## src/rtl/core/dmc_pkg.sv

```systemverilog
`timescale 1ns / 1ps

package dmc_pkg;

  // Cache geometry. All sizes are powers of two.
  localparam int LINES          = 256;
  localparam int WORDS_PER_LINE = 16;
  localparam int MEMORY_WORDS   = 65536;
  localparam int WORD_BITS      = 32;

  localparam int OFF_W   = $clog2(WORDS_PER_LINE);
  localparam int IDX_W   = $clog2(LINES);
  localparam int MEM_AW  = $clog2(MEMORY_WORDS);
  localparam int TAG_W   = MEM_AW - IDX_W - OFF_W;
  localparam int DATA_AW = IDX_W + OFF_W;

  // Port field widths.
  localparam int ADDR_W      = 18;
  localparam int RWORD_W     = 32;
  localparam int TIME_W      = 32;
  localparam int COST_W      = 16;
  localparam int CFG_IDX_W   = 8;
  localparam int TDATA_IN_W  = 56;
  localparam int TDATA_OUT_W = 64;

  // Access kinds carried in the input tuser.
  localparam logic CMD_READ  = 1'b0;
  localparam logic CMD_WRITE = 1'b1;

  // Configuration register indexes.
  localparam logic [CFG_IDX_W-1:0] CFG_CACHE_READ  = 8'd0;
  localparam logic [CFG_IDX_W-1:0] CFG_CACHE_WRITE = 8'd1;
  localparam logic [CFG_IDX_W-1:0] CFG_MEM_READ    = 8'd2;
  localparam logic [CFG_IDX_W-1:0] CFG_MEM_WRITE   = 8'd3;

  // A decoded access waiting between the front and the back.
  typedef struct packed {
    logic                 cmd;
    logic [TAG_W-1:0]     tag;
    logic [IDX_W-1:0]     idx;
    logic [OFF_W-1:0]     off;
    logic [WORD_BITS-1:0] wdata;
  } req_t;

  // Timing costs from the configuration registers.
  typedef struct packed {
    logic [COST_W-1:0] cache_read;
    logic [COST_W-1:0] cache_write;
    logic [COST_W-1:0] mem_read;
    logic [COST_W-1:0] mem_write;
  } cost_t;

  // Status of the back part.
  typedef struct packed {
    logic clearing;
    logic emit;
  } bk_stat_t;

  typedef enum logic [3:0] {
    ST_CLEAR,
    ST_IDLE,
    ST_LOOKUP,
    ST_WB_RD,
    ST_WB_WR,
    ST_FILL_RD,
    ST_FILL_WR,
    ST_ACCESS,
    ST_RESP
  } state_e;

endpackage

```

## src/rtl/core/dmc_front.sv

```systemverilog
`timescale 1ns / 1ps

module dmc_front (
  input  logic                               clk_i,
  input  logic                               rst_ni,
  input  logic                               block_i,
  input  logic                               s_axis_tvalid,
  output logic                               s_axis_tready,
  input  logic [dmc_pkg::TDATA_IN_W-1:0]     s_axis_tdata,
  input  logic                               s_axis_tuser,
  output logic                               q_valid_o,
  input  logic                               q_ready_i,
  output dmc_pkg::req_t                      q_data_o
);

  logic [dmc_pkg::MEM_AW-1:0] waddr;
  dmc_pkg::req_t              req_in;
  dmc_pkg::req_t              entry_q [2];
  logic                       wr_ptr_q, rd_ptr_q;
  logic [1:0]                 count_q;
  logic                       push, pop;

  // Split the word address into tag, line index and word offset.
  assign waddr        = s_axis_tdata[dmc_pkg::ADDR_W-1:2];
  assign req_in.cmd   = s_axis_tuser;
  assign req_in.off   = waddr[dmc_pkg::OFF_W-1:0];
  assign req_in.idx   = waddr[dmc_pkg::OFF_W +: dmc_pkg::IDX_W];
  assign req_in.tag   = waddr[dmc_pkg::MEM_AW-1 -: dmc_pkg::TAG_W];
  assign req_in.wdata = s_axis_tdata[dmc_pkg::ADDR_W +: dmc_pkg::WORD_BITS];

  // Two-entry queue towards the back part.
  assign s_axis_tready = (count_q != 2'd2) && !block_i;
  assign push          = s_axis_tvalid && s_axis_tready;
  assign q_valid_o     = (count_q != 2'd0);
  assign pop           = q_valid_o && q_ready_i;
  assign q_data_o      = entry_q[rd_ptr_q];

  always_ff @(posedge clk_i) begin
    if (push) begin
      entry_q[wr_ptr_q] <= req_in;
    end
  end

  always_ff @(posedge clk_i or negedge rst_ni) begin
    if (!rst_ni) begin
      wr_ptr_q <= 1'b0;
      rd_ptr_q <= 1'b0;
      count_q  <= 2'd0;
    end else begin
      if (push) begin
        wr_ptr_q <= !wr_ptr_q;
      end
      if (pop) begin
        rd_ptr_q <= !rd_ptr_q;
      end
      if (push && !pop) begin
        count_q <= count_q + 2'd1;
      end else if (pop && !push) begin
        count_q <= count_q - 2'd1;
      end
    end
  end

endmodule

```

## config.mk

```make
export PLATFORM = sky130hd
export DESIGN_NAME = dmc_front
export DESIGN_NICKNAME = d
export VERILOG_FILES = /design/src/rtl/core/dmc_pkg.sv /design/src/rtl/core/dmc_front.sv
export SDC_FILE = /design/constraint.sdc
export NUM_CORES = 1
export LEC_CHECK = 0
export BUFFER_PORTS_ARGS = -buffer_cell sky130_fd_sc_hd__buf_2
export CAP_MARGIN = 20
export CORE_ASPECT_RATIO = 1.75
export CORE_MARGIN = 1
export CORE_UTILIZATION = 50
export CTS_CLUSTER_DIAMETER = 50
export DETAILED_ROUTE_END_ITERATION = 10
export GPL_ROUTABILITY_DRIVEN = 0
export GPL_TIMING_DRIVEN = 1
export PLACE_DENSITY_LB_ADDON = 0.08
export SYNTH_ARGS = -nofsm -noshare
export SYNTH_HDL_FRONTEND = slang
export SYNTH_SLANG_ARGS = --single-unit
```

## constraint.sdc

```tcl
create_clock -name clk_i -period 3.7 [get_ports clk_i]
set_input_delay 0.555 -clock clk_i [delete_from_list [all_inputs] [get_ports clk_i]]
set_output_delay 0.555 -clock clk_i [all_outputs]
set_load 0.02 [all_outputs]
```

==> impl_metrics.csv <==
group,metric,value,unit
clocking,insertion_delay,0.33,ns
finish,final_util,65.0,%
logic_synthesis,postSynthCellCount,171,
route,first_iter_violations,121,
route,dr_total_vias,1932,
clocking,ctsResizeCount,0,
grt,grtUsageTotal,17.0,%
logic_synthesis,yosys_warnings,0,
logic_synthesis,synth_top_area_share,78.1,%
clocking,clockBufferDepth,2,
logic_synthesis,yosysTopAreaCell,"edfxtp_1",
route,wl_met2,3450,um
logic_synthesis,synth_area_leaders,"edfxtp_1, mux2_1, dfrtp_1, buf_6, xor2_1",
placement,placed_cell_area,4400,um2
finish,drive_gt1_share,43.9,%
critical_path,crit_path_end_kind,"primary output",
floorplanning,io-pin-count,113,
worst_hold_path,hp-class,"in -> async",
timing,final.setup.tns,0,ns
critical_path,reg2reg_depth,4,
route,routed_via_density,5.15,
grt,grt_overflow_total,0,
power_and_ir_drop,p_leak,1.78,nW
placement,port_buffers,104,
placement,post-place-ws,1.30,ns
route,wl_met3,359,um
timing,fin_crit_sh,69.0,%
timing,fmax,0.392,GHz
power_and_ir_drop,irDropWorstVdd,418,uV
finish,final_nets,348,
critical_path,r2r-end,"entry_q[0][24]",
route,drc_errors,0,
timing,slew_headroom,46.0,%
floorplanning,core-area,7230,um2
power_and_ir_drop,power.density,731,nW/um2
timing,setup_violations,0,
clocking,cts_tree,"yes",
critical_path,critical_path_required,3.14,ns
status,status,"finished, final reports clean",
logic_synthesis,ys_ff_latch,102,
clocking,root_buffer,"clkbuf_16",
floorplanning,die_y,117,um
clocking,post_cts_buffers,0,
critical_path,crit_fanout,33,
route,wl,6220,um
logic_synthesis,synth_fp_nets,234,
floorplanning,die-area,7900,um2
critical_path,r2r_slack,1.47,ns
timing,whs,0.0139,ns
clocking,cts.clk_slew.worst_paths,0.06,ns
clocking,ctsHoldBuffers,0,
grt,grt_pass1_wl,9380,um
finish,n_antenna_cell,0,
floorplanning,initial_utilization,52.1,%
timing,min_period,2.55,ns
timing,drv_slew,0,
timing,rsz0062_at_grt,"false",
floorplanning,core.rowCount,41,
logic_synthesis,ys_seq_area_share,80.7,%
route,dr.pass1.iters,4,
timing,clock_skew,0.00400,ns
grt,antenna_found_initial,0,
logic_synthesis,synth.distinct_cells,15,
finish,areaGrowthSynthToFinish,24.7,%
route,m1WireLength,2300,um
clocking,cts_inserted_buffers,9,
logic_synthesis,avgSynthCellArea,22.0,um2
finish,fill_cells,521,
logic_synthesis,synthesis.area,3770,um2
grt,first_global_vias,1951,
critical_path,critical_path_arrival,2.00,ns
floorplanning,die_w,67.6,um
critical_path,start_kind,"register",
timing,finalWorstSetupSlack,1.15,ns
clocking,cts.sinks,102,
route,ant_nets,0,
timing,max_slew.worst_pin.slew,0.810,ns
route,routed.top_layer,"met4",
critical_path,r2r_start,"count_q[1]",
finish,final_area,4700,um2
grt,grt_max_degree,34,
placement,hpwl,4210,um
run,maxCapViolCount,0,
clocking,htreeDepth,3,
route,routedWlPerCell,16.6,um
critical_path,path_class,"reg -> out",
timing,hold_viol,0,
## cells in the mapped netlist
cell type / number
or2_1: 1
edfxtp_1: 98
mux2_1: 49
ha_1: 1
dfrtp_1: 4
buf_6: 5
nor2_1: 2
xnor2_1: 2
nor3b_4: 1
and2_1: 1
buf_2: 1
xor2_1: 3
nor2b_1: 1
nand2_1: 1
nor2b_2: 1
## worst max-delay path, stage by stage, from the launching register on
cell	delay (ns)
dfrtp_2	0.90
buf_12	0.25
mux2_1	0.34
buf_2	0.16
## final cells by class
cell class / count / area, um2 / share of cell area, %
Clock buffer: 11 / 233 / 4.95
Multi-Input combinational cell: 63 / 674 / 14.3
Timing Repair Buffer: 109 / 571 / 12.1
Tap cell: 86 / 108 / 2.29
Sequential cell: 102 / 3040 / 64.7
Clock inverter: 4 / 72.6 / 1.54
## through the flow
stage	power, mW	instances
finish	3.44	375
global route	3.59	375
CTS	3.48	375
detailed placement	2.52	360
global placement	2.50	360
floorplan	2.23	171
## cell usage in the layout (no fill, tap or decap), types with 2 or more instances in the layout
master     instances
buf_4              4
mux2_1            49
xnor2_1            2
clkbuf_1           2
xor2_1             3
buf_2            104
dfrtp_1            3
bufinv_16          2
edfxtp_1          98
clkbuf_16          9
nor2_1             2
## per-layer routing
metal	GRT usage (%)	up-vias
li1	-	897
met1	18.8	966
met2	28.9	61
met3	5.43	8
met4	8.09	0
met5	0	-
## power breakdown
part / internal [mW] / total (mW) / leakage, nW / switching [mW]
registers: 1.44 / 1.56 / 0.941 / 0.120
clock network: 0.588 / 0.961 / 0.146 / 0.373
logic: 0.377 / 0.914 / 0.690 / 0.537
total: 2.41 / 3.44 / 1.78 / 1.03
## cells by family after synthesis
| family | count (synthesis) | synth area share, % |
|---|---|---|
| xor+xnor | 5 | 1.16 |
| fa+ha+maj | 1 | 0.332 |
| buf+inv | 6 | 1.63 |
| flops | 102 | 80.7 |
| mux | 49 | 14.6 |
| simple gates | 8 | 1.53 |
## worst max-delay path by stage
stage	start	slack, ns	cells after the start	endpoint
final	rd_ptr_q	1.15	3	q_data_o[3]
after global routing	rd_ptr_q	1.03	3	q_data_o[9]
after CTS	rd_ptr_q	1.09	3	q_data_o[0]
after detailed placement	block_i	1.30	4	entry_q[0][33]
after global placement	block_i	1.33	4	entry_q[0][27]
after floorplan	block_i	0.22	2	entry_q[0][0]
## flip-flops by register name, indices dropped and copies added, names as in the netlist
| register | cells |
|---|---|
| count_q | 2 |
| entry_q | 98 |
| rd_ptr_q | 1 |
| wr_ptr_q | 1 |
No activity file was read; power rests on OpenSTA's default activity.
